`src/sv/dsc_pkg.sv`:
```
// Shared types, constants and calendar tables of the date/serial converter.
package dsc_pkg;

   localparam int unsigned DAY_W  = 5;
   localparam int unsigned MON_W  = 4;
   localparam int unsigned YEAR_W = 12;
   localparam int unsigned SER_W  = 17;
   localparam int unsigned WDAY_W = 3;
   localparam int unsigned K_W    = 8;   // years since 1900, 0..199
   localparam int unsigned DOY_W  = 9;   // day of year, 1..366
   localparam int unsigned PART_W = 9;   // month start + leap + day, up to 366
   localparam int unsigned LCNT_W = 6;   // leap days before the year, up to 50
   localparam int unsigned X_W    = SER_W + 2;   // 4 * (serial - 1)

   localparam logic [YEAR_W-1:0] YEAR_MIN   = 12'd1900;
   localparam logic [YEAR_W-1:0] YEAR_MAX   = 12'd2099;
   localparam logic [SER_W-1:0]  SERIAL_MAX = 17'd73050;
   localparam logic [X_W-1:0]    QUAD_DAYS  = 19'd1461;   // days in four years
   localparam logic [SER_W-1:0]  YEAR_DAYS  = 17'd365;

   // floor(2^30 / 1461); the quotient estimate is low by at most one
   localparam int unsigned       RECIP_SHIFT = 30;
   localparam int unsigned       RECIP_W     = 20;
   localparam logic [RECIP_W-1:0] RECIP_QUAD = 20'd734936;
   localparam int unsigned       PROD_W      = X_W + RECIP_W;

   typedef enum logic {
      OP_TO_SERIAL = 1'b0,
      OP_TO_DATE   = 1'b1
   } op_type;

   typedef enum logic [1:0] {
      ERR_NONE   = 2'd0,
      ERR_YEAR   = 2'd1,
      ERR_SERIAL = 2'd2
   } err_type;

   // days before the first of month idx + 1 in a common year
   function automatic logic [PART_W-1:0] month_start(input logic [MON_W-1:0] idx);
      logic [PART_W-1:0] days;
      case (idx)
         4'd0:    days = 9'd0;
         4'd1:    days = 9'd31;
         4'd2:    days = 9'd59;
         4'd3:    days = 9'd90;
         4'd4:    days = 9'd120;
         4'd5:    days = 9'd151;
         4'd6:    days = 9'd181;
         4'd7:    days = 9'd212;
         4'd8:    days = 9'd243;
         4'd9:    days = 9'd273;
         4'd10:   days = 9'd304;
         4'd11:   days = 9'd334;
         4'd12:   days = 9'd365;
         default: days = 9'd0;
      endcase
      return days;
   endfunction

   typedef struct packed {
      op_type              op;
      logic [DAY_W-1:0]    day;
      logic [MON_W-1:0]    month;
      logic [YEAR_W-1:0]   year;
      logic [SER_W-1:0]    serial;
   } req_type;

   typedef struct packed {
      op_type              op;
      err_type             err;
      logic [DAY_W-1:0]    day;
      logic [MON_W-1:0]    month;
      logic [YEAR_W-1:0]   year;
      logic [SER_W-1:0]    serial;
      logic [K_W-1:0]      k;
      logic [PART_W-1:0]   part;
      logic [LCNT_W-1:0]   leap_cnt;
      logic [K_W-1:0]      quot_est;
   } dec_type;

   typedef struct packed {
      op_type              op;
      err_type             err;
      logic [DAY_W-1:0]    day;
      logic [MON_W-1:0]    month;
      logic [YEAR_W-1:0]   year;
      logic [SER_W-1:0]    serial;
      logic [K_W-1:0]      k;
   } yr_type;

   typedef struct packed {
      op_type              op;
      err_type             err;
      logic [DAY_W-1:0]    day;
      logic [MON_W-1:0]    month;
      logic [YEAR_W-1:0]   year;
      logic [SER_W-1:0]    serial;
      logic [WDAY_W-1:0]   weekday;
      logic [DOY_W-1:0]    doy;
      logic                leap;
   } doy_type;

   typedef struct packed {
      logic [SER_W-1:0]    serial;
      logic [DAY_W-1:0]    day;
      logic [MON_W-1:0]    month;
      logic [YEAR_W-1:0]   year;
      logic [WDAY_W-1:0]   weekday;
      err_type             err;
   } rsp_type;

endpackage

```
`src/sv/dsc_decode.sv`:
```
// Stage 1: range checks, month clamp, month offset, leap count and quotient estimate.
module dsc_decode import dsc_pkg::*; (
   input  logic    clock,
   input  logic    reset,
   input  logic    up_valid,
   output logic    up_ready,
   input  req_type up_data,
   output logic    dn_valid,
   input  logic    dn_ready,
   output dec_type dn_data
);

   logic              vld_ff, vld_in;
   dec_type           data_ff, data_in;
   logic [YEAR_W-1:0] year_off;
   logic [K_W-1:0]    k;
   logic [K_W-1:0]    k_m1;
   logic [MON_W-1:0]  month;
   logic              leap;
   logic              year_bad;
   logic              serial_bad;
   logic [SER_W-1:0]  s_m1;
   logic [X_W-1:0]    x;
   logic [PROD_W-1:0] prod;

   always_comb begin
      year_off = up_data.year - YEAR_MIN;
      k        = year_off[K_W-1:0];
      k_m1     = k - 8'd1;
      year_bad = (up_data.year < YEAR_MIN) || (up_data.year > YEAR_MAX);
      if (up_data.month == 4'd0) begin
         month = 4'd1;
      end else if (up_data.month > 4'd12) begin
         month = 4'd12;
      end else begin
         month = up_data.month;
      end
      leap = (k[1:0] == 2'd0) && (k != 8'd0);

      serial_bad = (up_data.serial == 17'd0) || (up_data.serial > SERIAL_MAX);
      s_m1       = up_data.serial - 17'd1;
      x          = {s_m1, 2'b00};
      prod       = PROD_W'(x) * PROD_W'(RECIP_QUAD);

      data_in.op     = up_data.op;
      data_in.day    = up_data.day;
      data_in.month  = month;
      data_in.year   = up_data.year;
      data_in.serial = up_data.serial;
      data_in.k      = k;
      data_in.part   = month_start(month - 4'd1)
                     + PART_W'(leap && (month > 4'd2))
                     + PART_W'(up_data.day);
      data_in.leap_cnt = (k == 8'd0) ? 6'd0 : (k_m1[K_W-1:2] + 6'd1);
      data_in.quot_est = prod[RECIP_SHIFT+K_W-1:RECIP_SHIFT];
      if (up_data.op == OP_TO_SERIAL) begin
         data_in.err = year_bad ? ERR_YEAR : ERR_NONE;
      end else begin
         data_in.err = serial_bad ? ERR_SERIAL : ERR_NONE;
      end
   end

   assign up_ready = !vld_ff || dn_ready;
   assign vld_in   = up_ready ? up_valid : vld_ff;
   assign dn_valid = vld_ff;
   assign dn_data  = data_ff;

   always_ff @(posedge clock) begin
      if (reset) begin
         vld_ff <= 1'b0;
      end else begin
         vld_ff <= vld_in;
      end
   end

   always_ff @(posedge clock) begin
      if (up_ready && up_valid) begin
         data_ff <= data_in;
      end
   end

endmodule

```
`src/sv/dsc_year.sv`:
```
// Stage 2: serial sum for dates, corrected year quotient for serials.
module dsc_year import dsc_pkg::*; (
   input  logic    clock,
   input  logic    reset,
   input  logic    up_valid,
   output logic    up_ready,
   input  dec_type up_data,
   output logic    dn_valid,
   input  logic    dn_ready,
   output yr_type  dn_data
);

   logic             vld_ff, vld_in;
   yr_type           data_ff, data_in;
   logic [SER_W-1:0] ser_sum;
   logic [SER_W-1:0] s_m1;
   logic [X_W-1:0]   x;
   logic [X_W-1:0]   rem;

   always_comb begin
      ser_sum = SER_W'(up_data.k) * YEAR_DAYS
              + SER_W'(up_data.part)
              + SER_W'(up_data.leap_cnt);

      // bump the estimate when a whole four-year span is still left over
      s_m1 = up_data.serial - 17'd1;
      x    = {s_m1, 2'b00};
      rem  = x - X_W'(up_data.quot_est) * QUAD_DAYS;

      data_in.op    = up_data.op;
      data_in.err   = up_data.err;
      data_in.day   = up_data.day;
      data_in.month = up_data.month;
      data_in.year  = up_data.year;
      if (up_data.op == OP_TO_SERIAL) begin
         data_in.serial = ser_sum;
         data_in.k      = up_data.k;
      end else begin
         data_in.serial = up_data.serial;
         data_in.k      = (rem >= QUAD_DAYS) ? (up_data.quot_est + 8'd1) : up_data.quot_est;
      end
   end

   assign up_ready = !vld_ff || dn_ready;
   assign vld_in   = up_ready ? up_valid : vld_ff;
   assign dn_valid = vld_ff;
   assign dn_data  = data_ff;

   always_ff @(posedge clock) begin
      if (reset) begin
         vld_ff <= 1'b0;
      end else begin
         vld_ff <= vld_in;
      end
   end

   always_ff @(posedge clock) begin
      if (up_ready && up_valid) begin
         data_ff <= data_in;
      end
   end

endmodule

```
`src/sv/dsc_doy.sv`:
```
// Stage 3: weekday by octal digit folding, day of year, year and gap check.
module dsc_doy import dsc_pkg::*; (
   input  logic    clock,
   input  logic    reset,
   input  logic    up_valid,
   output logic    up_ready,
   input  yr_type  up_data,
   output logic    dn_valid,
   input  logic    dn_ready,
   output doy_type dn_data
);

   logic             vld_ff, vld_in;
   doy_type          data_ff, data_in;
   logic [SER_W:0]   wv;
   logic [5:0]       dsum;
   logic [3:0]       fold1;
   logic [3:0]       fold2;
   logic [2:0]       wrem;
   logic [X_W-1:0]   start;
   logic [SER_W-1:0] doy_full;
   logic             leap;

   always_comb begin
      // 8 = 1 mod 7, so summing octal digits keeps the residue
      wv   = (SER_W+1)'(up_data.serial) + 18'd6;
      dsum = 6'd0;
      for (int i = 0; i < 6; i++) begin
         dsum = dsum + 6'(wv[3*i +: 3]);
      end
      fold1 = 4'(dsum[5:3]) + 4'(dsum[2:0]);
      fold2 = 4'(fold1[3]) + 4'(fold1[2:0]);
      wrem  = (fold2 == 4'd7) ? 3'd0 : fold2[2:0];

      start    = (X_W'(up_data.k) * QUAD_DAYS + 19'd3) >> 2;
      doy_full = up_data.serial - start[SER_W-1:0];
      leap     = (up_data.k[1:0] == 2'd0) && (up_data.k != 8'd0);

      data_in.op      = up_data.op;
      data_in.day     = up_data.day;
      data_in.month   = up_data.month;
      data_in.serial  = up_data.serial;
      data_in.weekday = wrem + 3'd1;
      data_in.doy     = doy_full[DOY_W-1:0];
      data_in.leap    = leap;
      data_in.err     = up_data.err;
      if (up_data.op == OP_TO_SERIAL) begin
         data_in.year = up_data.year;
      end else begin
         data_in.year = YEAR_MIN + YEAR_W'(up_data.k);
         // serial 366 falls in the gap after the last day of 1900
         if ((up_data.err == ERR_NONE) && (doy_full > YEAR_DAYS + SER_W'(leap))) begin
            data_in.err = ERR_SERIAL;
         end
      end
   end

   assign up_ready = !vld_ff || dn_ready;
   assign vld_in   = up_ready ? up_valid : vld_ff;
   assign dn_valid = vld_ff;
   assign dn_data  = data_ff;

   always_ff @(posedge clock) begin
      if (reset) begin
         vld_ff <= 1'b0;
      end else begin
         vld_ff <= vld_in;
      end
   end

   always_ff @(posedge clock) begin
      if (up_ready && up_valid) begin
         data_ff <= data_in;
      end
   end

endmodule

```
`src/sv/dsc_month.sv`:
```
// Stage 4: month search over the cumulative table and final result register.
module dsc_month import dsc_pkg::*; (
   input  logic    clock,
   input  logic    reset,
   input  logic    up_valid,
   output logic    up_ready,
   input  doy_type up_data,
   output logic    dn_valid,
   input  logic    dn_ready,
   output rsp_type dn_data
);

   logic              vld_ff, vld_in;
   rsp_type           data_ff, data_in;
   logic [MON_W-1:0]  past;
   logic [MON_W-1:0]  month;
   logic [PART_W-1:0] thr;
   logic [PART_W-1:0] day_full;

   always_comb begin
      // count month starts strictly below the day of year
      past = 4'd0;
      for (int i = 1; i < 12; i++) begin
         thr = month_start(MON_W'(i)) + PART_W'(up_data.leap && (i >= 2));
         if (up_data.doy > thr) begin
            past = past + 4'd1;
         end
      end
      month    = past + 4'd1;
      day_full = up_data.doy - month_start(past)
               - PART_W'(up_data.leap && (month > 4'd2));

      data_in.serial  = up_data.serial;
      data_in.year    = up_data.year;
      data_in.weekday = up_data.weekday;
      data_in.err     = up_data.err;
      if (up_data.op == OP_TO_SERIAL) begin
         data_in.day   = up_data.day;
         data_in.month = up_data.month;
      end else begin
         data_in.day   = day_full[DAY_W-1:0];
         data_in.month = month;
      end
      if (up_data.err != ERR_NONE) begin
         data_in.serial  = '0;
         data_in.day     = '0;
         data_in.month   = '0;
         data_in.year    = '0;
         data_in.weekday = '0;
      end
   end

   assign up_ready = !vld_ff || dn_ready;
   assign vld_in   = up_ready ? up_valid : vld_ff;
   assign dn_valid = vld_ff;
   assign dn_data  = data_ff;

   always_ff @(posedge clock) begin
      if (reset) begin
         vld_ff <= 1'b0;
      end else begin
         vld_ff <= vld_in;
      end
   end

   always_ff @(posedge clock) begin
      if (up_ready && up_valid) begin
         data_ff <= data_in;
      end
   end

endmodule

```
`src/sv/date_serial_converter.sv`:
```
// Top level of the calendar date / day serial converter, four-stage pipeline.
//
//   channel   direction  tdata                                   tuser
//   req_      in         day, month, year, serial (40 bits)      op
//   rsp_      out        serial, day, month, year, wday (48 b)   error code
//
// The result reaches rsp_ through four register stages; one item enters per
// cycle unless a stall on rsp_ holds the flow. The register stages are:
// decode and reciprocal multiply, year sum / quotient fix, day of year and
// weekday, month search. Reset clears only the stage valid bits. Each stage
// takes a new item when it is empty or its successor takes its own, so a
// stall on rsp_ backs up stage by stage while bubbles ahead still fill.
module date_serial_converter import dsc_pkg::*; (
   input  logic        clock,
   input  logic        reset,
   // req_tdata: day[4:0], month[8:5], year[20:9], serial[37:21], zero pad[39:38]
   input  logic [39:0] req_tdata,
   // req_tuser: op[0] (0 date to serial, 1 serial to date)
   input  logic [0:0]  req_tuser,
   input  logic        req_tvalid,
   output logic        req_tready,
   // rsp_tdata: serial[16:0], day[21:17], month[25:22], year[37:26],
   //            weekday[40:38], zero pad[47:41]
   output logic [47:0] rsp_tdata,
   // rsp_tuser: error_code[1:0]
   output logic [1:0]  rsp_tuser,
   output logic        rsp_tvalid,
   input  logic        rsp_tready
);

   req_type req;
   dec_type dec_data;
   yr_type  yr_data;
   doy_type doy_data;
   rsp_type rsp;
   logic    dec_valid, dec_ready;
   logic    yr_valid, yr_ready;
   logic    doy_valid, doy_ready;

   // unpack the input transfer
   always_comb begin
      req.op     = op_type'(req_tuser[0]);
      req.day    = req_tdata[4:0];
      req.month  = req_tdata[8:5];
      req.year   = req_tdata[20:9];
      req.serial = req_tdata[37:21];
   end

   dsc_decode u_decode (
      .clock    (clock),
      .reset    (reset),
      .up_valid (req_tvalid),
      .up_ready (req_tready),
      .up_data  (req),
      .dn_valid (dec_valid),
      .dn_ready (dec_ready),
      .dn_data  (dec_data)
   );

   dsc_year u_year (
      .clock    (clock),
      .reset    (reset),
      .up_valid (dec_valid),
      .up_ready (dec_ready),
      .up_data  (dec_data),
      .dn_valid (yr_valid),
      .dn_ready (yr_ready),
      .dn_data  (yr_data)
   );

   dsc_doy u_doy (
      .clock    (clock),
      .reset    (reset),
      .up_valid (yr_valid),
      .up_ready (yr_ready),
      .up_data  (yr_data),
      .dn_valid (doy_valid),
      .dn_ready (doy_ready),
      .dn_data  (doy_data)
   );

   // last stage doubles as the output register
   dsc_month u_month (
      .clock    (clock),
      .reset    (reset),
      .up_valid (doy_valid),
      .up_ready (doy_ready),
      .up_data  (doy_data),
      .dn_valid (rsp_tvalid),
      .dn_ready (rsp_tready),
      .dn_data  (rsp)
   );

   // pack the result transfer
   assign rsp_tdata = {7'd0, rsp.weekday, rsp.year, rsp.month, rsp.day, rsp.serial};
   assign rsp_tuser = rsp.err;

endmodule
```
`config.mk`:
```
export PLATFORM = sky130hd
export DESIGN_NAME = date_serial_converter
export DESIGN_NICKNAME = d
export VERILOG_FILES = /design/src/sv/dsc_pkg.sv /design/src/sv/dsc_decode.sv /design/src/sv/dsc_year.sv /design/src/sv/dsc_doy.sv /design/src/sv/dsc_month.sv /design/src/sv/date_serial_converter.sv
export SDC_FILE = /design/constraint.sdc
export NUM_CORES = 1
export LEC_CHECK = 0
export ABC_AREA = 1
export BUFFER_PORTS_ARGS = -buffer_cell sky130_fd_sc_hd__clkbuf_2
export CORE_ASPECT_RATIO = 1.75
export CORE_MARGIN = 4
export CORE_UTILIZATION = 36
export DETAILED_ROUTE_END_ITERATION = 16
export GPL_TIMING_DRIVEN = 0
export REMOVE_ABC_BUFFERS = 1
export SKIP_CTS_REPAIR_TIMING = 1
export SLEW_MARGIN = 20
export SYNTH_ARGS = -nofsm -noshare
export SYNTH_HDL_FRONTEND = slang
export SYNTH_SLANG_ARGS = --single-unit
```
`constraint.sdc`:
```
create_clock -name clock -period 23.6 [get_ports clock]
set_input_delay 4.72 -clock clock [delete_from_list [all_inputs] [get_ports clock]]
set_output_delay 4.72 -clock clock [all_outputs]
set_load 0.03 [all_outputs]
```
==> metrics, run 1 <==
antenna viol nets, final=0; Max Fclk=77.05 MHz; Total Routed Length=58,680 um; Post-synth top flop=edfxtp_1; status=finished, final reports clean; critical path endpoint category=flop; Worst Path Max Fanout=8; clock slew at reported path FFs=60 ps; Residual DRC=0; TNS Setup=0 ps; Synth cell types=65; drt initial violations=577; Tmin final=12,980 ps; total CTS buffers=23; IO Port Bufs=87; crit path buf inv count=7; WS Path Type=input pin to flop; sequential share of the synthesized area=0.2656; Root Driver=clkbuf_16; CTS tree=yes; #FFs+latches synth=220; count of nets after finishing=3,438; first-pass GRT wire length=93,700 um; ys async rst share=0; Post-Synthesis Cell Area=0.02472 mm2; stages on the worst setup path=32; Slew headroom=0.3306; Critical R2R Launch=u_doy.dn_data[0]; reg2reg path depth=57; RD Place Congestion=0.9218; CTS max path bufs=3; Overall Global Routing Usage=0.1621; Worst EP arrival=13,250 ps; Final setup violation count=0; Slowest cell on crit path=xor2_1; final hold viol count=0; Worst Hold Launch=u_year.dn_data[39]; slew of the pin with the lowest slew margin=1004 ps; clock sinks=220; initial antenna violation count=3; Synth Area per Inst=9.220 um2; layout cells sized above 1=0.08006; crit start category=input pin; period utilization=0.5500; chip width=206.1 um; Detailed Place HPWL=51,390 um; R2R Setup Slk=13,950 ps; Post-synth EDFFs=216; RSZ-0062 raised after global routing=false; Setup crit end=u_decode.dn_data[5]; Core Region=0.06779 mm2; Mapped Cells=2,681; Die Ht=354.7 um; global route total overflow=0; CP dominant cell by count=inv_1; Slew Limit Fails=0; largest net degree at the start of global routing=42; Critical Path Start=req_tdata[21]; vias in the first global route=18,480; max-cap viol count=0; r2r endpoint=u_month.dn_data[25]; Worst Skew=15.46 ps; area grow syn2layout=9.637%; Die ar.=0.07309 mm2; worst hold path type=flop to flop; drt via density=4.718; Synthesis Warnings=0; I/O Pins=97; total number of vias=17,450; Starting Density=0.3647; Hold WS=419.2 ps; CP delay by family, top=adder cells; mean routed wirelength per cell=15.87 um; max incr delay on CP=630 ps; site row count=126; Critical Path RT=23,880 ps; Skew-Pair Late Insertion Delay=540 ps; htree depth=1; First-pass DRT Iterations=4; Util after Layout=0.3998
## cells in the final DEF, fill, tap and decap left out, drive strengths merged, types with 9 or more instances in the layout
cell and n:
o21bai 14, fa 228, inv 667, o21a 9, nor3 25, xor2 97
o21ai 85, nor4 9, nand4 26, a21oi 115, clkbuf 112, xnor2 44
ha 384, nand3 108, nand2 383, edfxtp 216, nor2 179
## layout make-up
class                   instances  area [um2]
well taps                     896        1121
inverters                     663        2492
flip-flops and latches        220        6566
clock inverters                17       190.2
clock buffers                  25       583.1
diodes                          4       10.01
multi-input cells            1780       15580
repair buffers                 93       563.0
fillers                      6848       40690
## cells in the mapped netlist, types with 2 or more instances
cell	n	area, um2
o31ai_1	7	52.55
a2111oi_0	2	17.52
a21oi_2	4	35.03
nor4_1	9	56.30
and2_1	4	25.02
a21boi_0	2	15.01
a31oi_1	8	50.05
nand3b_1	3	22.52
xnor2_1	43	376.6
inv_2	9	33.78
o311ai_0	2	17.52
buf_4	8	60.06
o21ai_2	3	26.28
a21oi_1	111	555.5
nor3_1	24	120.1
o21ai_1	5	25.02
nand3_2	16	160.2
o21bai_1	14	105.1
nand4_1	25	156.4
a21o_1	5	37.54
dfxtp_1	4	80.08
o21a_1	9	67.56
o221ai_1	2	17.52
nand3_1	91	455.4
nand2_1	351	1318
inv_1	651	2444
nand2_4	3	33.78
xor2_1	97	849.6
o211ai_1	2	15.01
fa_1	228	4564
nor2_1	172	645.6
a211oi_1	5	37.54
o21ai_0	77	385.4
edfxtp_1	216	6486
ha_1	384	4805
nand2_2	29	181.4
or2_2	8	50.05
clkbuf_1	14	52.55
o22ai_1	3	18.77
nor2_2	6	37.54
## worst min-delay path by stage
stage,to,slack (ps),cells after the start
2_1_floorplan,u_doy.dn_data[42],400,0
3_3_place_gp,u_doy.dn_data[46],400,0
3_5_place_dp,u_doy.dn_data[46],400,0
4_1_cts,u_doy.dn_data[46],420,0
5_1_grt,u_doy.dn_data[49],430,0
6_report,u_doy.dn_data[44],420,0
## worst register-to-register path: cells and delay by family, from the launching register on
family / cells / cell delay (ps)
XOR/XNOR: 1 / 190
buffers and inverters: 11 / 820
AO/OA/AOI/OAI: 6 / 1110
adder cells (fa/ha/maj): 15 / 4540
AND/OR/NAND/NOR: 24 / 2230
flip-flops: 1 / 510
## metal layers
metal | part of all wire | up-vias | track usage
met3 | 0.021 | 148 | 0.01133
met1 | 0.33 | 8291 | 0.1520
li1 | - | 8741 | -
met5 | 0 | - | 0
met4 | 0.064 | 0 | 0.08498
met2 | 0.58 | 266 | 0.3358
## registers in the layout (all words and copies together) (netlist names)
register,count
u_decode.dn_data,70
u_doy.dn_data,54
u_year.dn_data,49
u_month.dn_data,43
u_decode.dn_valid,1
u_doy.dn_valid,1
u_month.dn_valid,1
u_year.dn_valid,1
## metrics by stage
step | worst slack [ps] | instance area (um2) | cells
detailed placement | 10060 | 26320 | 3652
global placement | 10150 | 26170 | 3646
floorplan | 12090 | 24610 | 2663
CTS | 10640 | 27090 | 3694
global route | 10090 | 27100 | 3696
finish | 10620 | 27100 | 3698
## cells by family after synthesis
family	count (synthesis)	share of synthesized area
buffers and inverters	687	0.1060
and+or+nand+nor	749	0.1354
adders and majority gates	612	0.3790
xor gates and xnor gates	141	0.05026
DFF	220	0.2656
AOI/OAI and AO/OA	271	0.06347
other	1	0.0001517
Power of run 1 is not shown: default switching activity piles up to over one toggle a cycle in this logic, so the estimate is an artifact.
==> run 2, diff against run 1 <==
ABC_AREA = 0   (was 1)
clock period = 10.85 ns   (was 23.6 ns; I/O delays follow)
==> run 2 against run 1 <==
  * Clock skew up 3.6 ps
  * Via count is 11% lower
  * Non-clock buffer count is 14 higher
  * Global-route usage fell by 0.84 points
  * Largest cell class unchanged
  * Sequential share of layout area grew 0.81 points
  * Count of clock-buffer cells in the layout increased by 5
==> metrics, run 2 <==
#FFs+latches synth=220 (unchanged); Root Driver=clkbuf_16 (unchanged); area of the multi-input gates=0.01542 mm2 (was 0.01558 mm2); layout cells sized above 1=0.08497 (was 0.08006); mean routed wirelength per cell=16.73 um (was 15.87 um); final hold viol count=0 (unchanged); Mapped Cells=2,223 (was 2,681); Core Region=0.06532 mm2 (was 0.06779 mm2); Synth cell types=83 (was 65); Slew Limit Fails=0 (unchanged); critical path endpoint category=flop (unchanged); WS Path Type=flop to flop (was input pin to flop); site row count=124 (was 126); CTS tree=yes (unchanged); vias in the first global route=17,200 (was 18,480); clock sinks=220 (unchanged); drt initial violations=577 (unchanged); reg2reg path depth=46 (was 57); global route total overflow=0 (unchanged); Slew headroom=0.2974 (was 0.3306); RD Place Congestion=0.9093 (was 0.9218); chip width=202.1 um (was 206.1 um); leading cell types by count after synthesis=461 x inv_1, 384 x ha_1, 228 x fa_1 (was 651 x inv_1, 384 x ha_1, 351 x nand2_1); RSZ-0062 raised after global routing=true (was false); leading cell type in the layout, fill and taps excluded=inv_1 (unchanged); area grow syn2layout=10.49% (was 9.637%); antenna viol nets, final=0 (unchanged); ys async rst share=0 (unchanged); crit start category=flop (was input pin); synth top area cells=edfxtp_1 27%, ha_1 20%, fa_1 19% (was edfxtp_1 26%, ha_1 19%, fa_1 18%); period utilization=0.9569; Detailed Place HPWL=47,310 um (was 51,390 um); total number of vias=15,600 (was 17,450); Worst Path Max Fanout=6 (was 8); r2r endpoint=u_month.dn_data[25] (unchanged); Synth Area per Inst=10.68 um2 (was 9.220 um2); worst hold path type=flop to flop (unchanged); most common cell in the synthesized netlist=inv_1 (unchanged); total CTS buffers=22 (was 23); Fill cells=6,317 (was 6,848); Total Routed Length=53,970 um (was 58,680 um); hold depth=0 (unchanged); TNS Setup=0 ps (unchanged); First-pass DRT Iterations=7 (was 4); I/O Pins=97 (unchanged); Die Ht=347.7 um (was 354.7 um); CP dominant cell by count=ha_1 (was inv_1); final non-filler cell total=3,225 (was 3,698); htree depth=1 (unchanged); Worst Skew=19.05 ps (was 15.46 ps); initial antenna violation count=1 (was 3); Max Fclk=96.32 MHz; first-pass GRT wire length=87,330 um (was 93,700 um); Residual DRC=0 (unchanged); Critical R2R Launch=u_doy.dn_data[2] (was u_doy.dn_data[0]); Post-synth top flop=edfxtp_1 (unchanged); IO Port Bufs=87 (unchanged); slew of the pin with the lowest slew margin=1040 ps (was 1004 ps); R2R Setup Slk=470 ps (was 13,950 ps); status=finished, final reports clean (unchanged); clock slew at reported path FFs=70 ps (was 60 ps); drt via density=4.837 (was 4.718); Post-Synthesis Cell Area=0.02374 mm2 (was 0.02472 mm2); Cells after DPL=3,173 (was 3,652); count of nets after finishing=2,983 (was 3,438); Die ar.=0.07027 mm2 (was 0.07309 mm2); Starting Density=0.3634 (was 0.3647); Overall Global Routing Usage=0.1536 (was 0.1621); Final setup violation count=0 (unchanged); Setup crit end=u_month.dn_data[25] (was u_decode.dn_data[5]); Tmin final=10,380 ps; CTS max path bufs=3 (unchanged); largest net degree at the start of global routing=32 (was 42); Synthesis Warnings=0 (unchanged); Slowest cell on crit path=fa_1 (was xor2_1); Yosys top cell area share=0.2733 (was 0.2624); Worst EP arrival=10,630 ps (was 13,250 ps); Reg area=0.006566 mm2 (unchanged); Largest register FFs=70 (unchanged); max-cap viol count=0 (unchanged); most frequent cells in the layout=460 x inv_1, 380 x ha_1, 228 x fa_1 (was 649 x inv_1, 384 x ha_1, 351 x nand2_1); area leader, netlist=edfxtp_1 (unchanged); Post-synth EDFFs=216 (unchanged); Critical Path RT=11,100 ps (was 23,880 ps); sequential share of the synthesized area=0.2766 (was 0.2656); Critical Path Start=u_doy.dn_data[2] (was req_tdata[21]); Skew-Pair Late Insertion Delay=530 ps (was 540 ps); max incr delay on CP=510 ps (was 630 ps)
[run 2: changes by cell type after synthesis, moves of 15 or more]
cell      change
nor2b_1      +23
nand3_2      -16
nand3_1      -73
xnor2_1      +51
nand2_1     -258
inv_1       -190
nand2b_1     +15
a21oi_1      -31
a21o_1       +29
nor2_1       -82
nand2_2      -29
and2_1       +37
xor2_1       -32
[run 2: kinds of logic (layout without fill, tap and decap cells)]
kind of cell / Yosys count / after routing / share of synthesized area
xor gates and xnor gates: 169 / 169 / 0.06784
buffers and inverters: 495 / 608 / 0.08018
AOI/OAI and AO/OA: 308 / 308 / 0.08440
muxes: 27 / 27 / 0.01212
DFF: 220 / 220 / 0.2766
other: 1 / 8 / 0.0001580
and+or+nand+nor: 391 / 391 / 0.08392
adders and majority gates: 612 / 612 / 0.3947
[run 2: worst max-delay path: cells and delay by family (launching register included)]
family,cells,cell delay [ps]
AO/OA/AOI/OAI,9,2090
XOR/XNOR,3,440
adder cells (fa/ha/maj),15,4450
buffers and inverters,5,560
flip-flops,1,460
multiplexers,2,610
AND/OR/NAND/NOR,12,1520
[run 2: final cells by class]
class,count,share of cell area
multi-input cells,1514,0.5879
flip-flops and latches,220,0.2504
inverters,461,0.06598
well taps,882,0.04208
repair buffers,107,0.02724
clock buffers,30,0.02371
clock inverters,10,0.002624
diodes,1,0.00009542
[run 2: stage by stage]
| step | worst slack (ps) | utilization | hold slack (ps) | cell area, um2 |
|---|---|---|---|---|
| after detailed placement | -269.5 | 0.3884 | 404.5 | 25370 |
| after global placement | -172.1 | 0.3846 | 407.7 | 25120 |
| final | 468.0 | 0.4015 | 416.4 | 26230 |
| after floorplan | 1095 | - | 400.3 | 23590 |
| after global routing | -55.26 | 0.4015 | 421.0 | 26220 |
| after CTS | -328.8 | 0.3989 | 419.1 | 26060 |
[run 2: worst min path at each step]
stage | to | start
3_3_place_gp | u_year.dn_data[38] | u_decode.dn_data[61]
6_report | u_year.dn_data[32] | u_decode.dn_data[55]
4_1_cts | u_year.dn_data[32] | u_decode.dn_data[55]
5_1_grt | u_year.dn_data[32] | u_decode.dn_data[55]
3_5_place_dp | u_year.dn_data[46] | u_decode.dn_data[69]
2_1_floorplan | u_doy.dn_data[42] | u_year.dn_data[37]
[run 2: per-layer routing]
metal / track usage / vias up / wire length (um)
li1: - / 7601 / -
met1: 0.1451 / 7661 / 18150
met2: 0.3287 / 233 / 32240
met3: 0.01211 / 103 / 1200
met4: 0.06227 / 2 / 2361
met5: 0 / - / 13
Power of run 2 is left out for the same reason.
==> run 3, diff against run 2 <==
CTS_BUF_LIST = sky130_fd_sc_hd__clkbuf_2   (was unset)
CTS_CLUSTER_SIZE = 28   (was unset)
==> run 3 against run 2 <==
  * Non-clock buffer count up 2
  * Final cell count rose by 1.6%
  * Register-to-register slack improved by 40 ps
  * Clock skew is 39 ps higher
  * Critical path type unchanged
  * Hold slack got worse by 35 ps
==> metrics, run 3 (same netlist as run 2, synthesis figures left out) <==
I/O Pins=97 (unchanged); CP dominant cell by count=ha_1 (unchanged); Root Driver=clkbuf_2 (was clkbuf_16); Total Routed Length=54,350 um (was 53,970 um); layout cells sized above 1=0.1037 (was 0.08497); IO Port Bufs=87 (unchanged); fin worst setup slack=511.3 ps (was 468.0 ps); max incr delay on CP=500 ps (was 510 ps); first-pass GRT wire length=87,890 um (was 87,330 um); drt via density=4.832 (was 4.837); Max Fclk=96.72 MHz (was 96.32 MHz); status=finished, final reports clean (unchanged); Worst Hold Launch=u_decode.dn_data[64] (was u_decode.dn_data[55]); Final setup violation count=0 (unchanged); max-cap viol count=0 (unchanged); Core Region=0.06532 mm2 (unchanged); Critical Path Start=u_doy.dn_data[2] (unchanged); Fill cells=6,387 (was 6,317); r2r endpoint=u_month.dn_data[25] (unchanged); chip width=202.1 um (unchanged); initial antenna violation count=3 (was 1); crit start category=flop (unchanged); Detailed Place HPWL=47,310 um (unchanged); area grow syn2layout=9.773% (was 10.49%); Worst EP arrival=10,970 ps (was 10,630 ps); Slowest cell on crit path=fa_1 (unchanged); vias in the first global route=17,460 (was 17,200); WS Path Type=flop to flop (unchanged); period utilization=0.9529 (was 0.9569); clock sinks=220 (unchanged); Residual DRC=0 (unchanged); hold depth=0 (unchanged); Overall Global Routing Usage=0.1551 (was 0.1536); largest net degree at the start of global routing=32 (unchanged); leading cell type in the layout, fill and taps excluded=inv_1 (unchanged); RD Place Congestion=0.9093 (unchanged); worst hold path type=flop to flop (unchanged); global route total overflow=0 (unchanged); drt initial violations=494 (was 577); Tmin final=10,340 ps (was 10,380 ps); most frequent cells in the layout=459 x inv_1, 381 x ha_1, 228 x fa_1 (was 460 x inv_1, 380 x ha_1, 228 x fa_1); Util after Layout=0.3989 (was 0.4015); mean routed wirelength per cell=16.60 um (was 16.73 um); R2R Setup Slk=510 ps (was 470 ps); Largest register FFs=70 (unchanged); Worst Path Max Fanout=6 (unchanged); slew of the pin with the lowest slew margin=1015 ps (was 1040 ps); Die Ht=347.7 um (unchanged); final hold viol count=0 (unchanged); pre-CTS WS=-269.5 ps (unchanged); total number of vias=15,830 (was 15,600); htree depth=2 (was 1); Worst Skew=57.92 ps (was 19.05 ps); Skew-Pair Late Insertion Delay=910 ps (was 530 ps); total CTS buffers=50 (was 22); Slew Limit Fails=0 (unchanged); crit path buf inv count=5 (unchanged); reg2reg path depth=46 (unchanged); clock slew at reported path FFs=130 ps (was 70 ps); Critical R2R Launch=u_doy.dn_data[2] (unchanged); Slew headroom=0.3143 (was 0.2974); CTS tree=yes (unchanged); WHS Endpoint=u_year.dn_data[41] (was u_year.dn_data[32]); Starting Density=0.3634 (unchanged); critical path endpoint category=flop (unchanged); First-pass DRT Iterations=6 (was 7); CTS max path bufs=3 (unchanged); Die ar.=0.07027 mm2 (unchanged); CP delay by family, top=adder cells (unchanged); Critical Path RT=11,480 ps (was 11,100 ps); site row count=124 (unchanged); count of nets after finishing=3,013 (was 2,983); antenna viol nets, final=0 (unchanged)
## run 3: cell types whose count changed in the layout (fill, tap and decap cells not counted), sizes merged
cell | before | now
buf | 20 | 22
bufinv | 0 | 2
clkbuf | 117 | 154
clkinv | 7 | 15
clkinvlp | 0 | 1
diode | 1 | 2
inv | 464 | 463
## run 3: stage by stage
step	instances	setup TNS (ps)	hold slack [ps]	area, um2
after floorplan	2195	0	400.3	23590
after global placement	3164	-266.9	407.7	25120
after detailed placement	3173	-507.6	404.5	25370
after CTS	3260	-333.3	341.2	25850
after global routing	3274	-6.840	360.0	26050
final	3275	0	381.4	26060
## run 3: how the worst max path moves through the flow
| stage | end | cells after the start |
|---|---|---|
| floorplan | u_month.dn_data[25] | 46 |
| global placement | u_decode.dn_data[7] | 31 |
| detailed placement | u_month.dn_data[25] | 47 |
| CTS | u_month.dn_data[25] | 47 |
| global route | u_month.dn_data[25] | 46 |
| finish | u_month.dn_data[25] | 46 |
## run 3: area by class of cell
type,count,area (um2),area share
multi-input cells,1514,15430,0.5922
flip-flops and latches,220,6566,0.2520
inverters,461,1730,0.06641
well taps,882,1104,0.04236
repair buffers,109,733.2,0.02814
clock buffers,67,335.3,0.01287
clock inverters,20,152.6,0.005859
diodes,2,5.005,0.0001921
## run 3: per-layer routing
metal | vias up | track usage | share of wire
met1 | 7729 | 0.1432 | 0.33
li1 | 7693 | - | -
met5 | - | 0 | 0.00024
met3 | 134 | 0.01584 | 0.024
met2 | 267 | 0.3274 | 0.59
met4 | 2 | 0.07405 | 0.051
Power of run 3 is left out for the same reason.
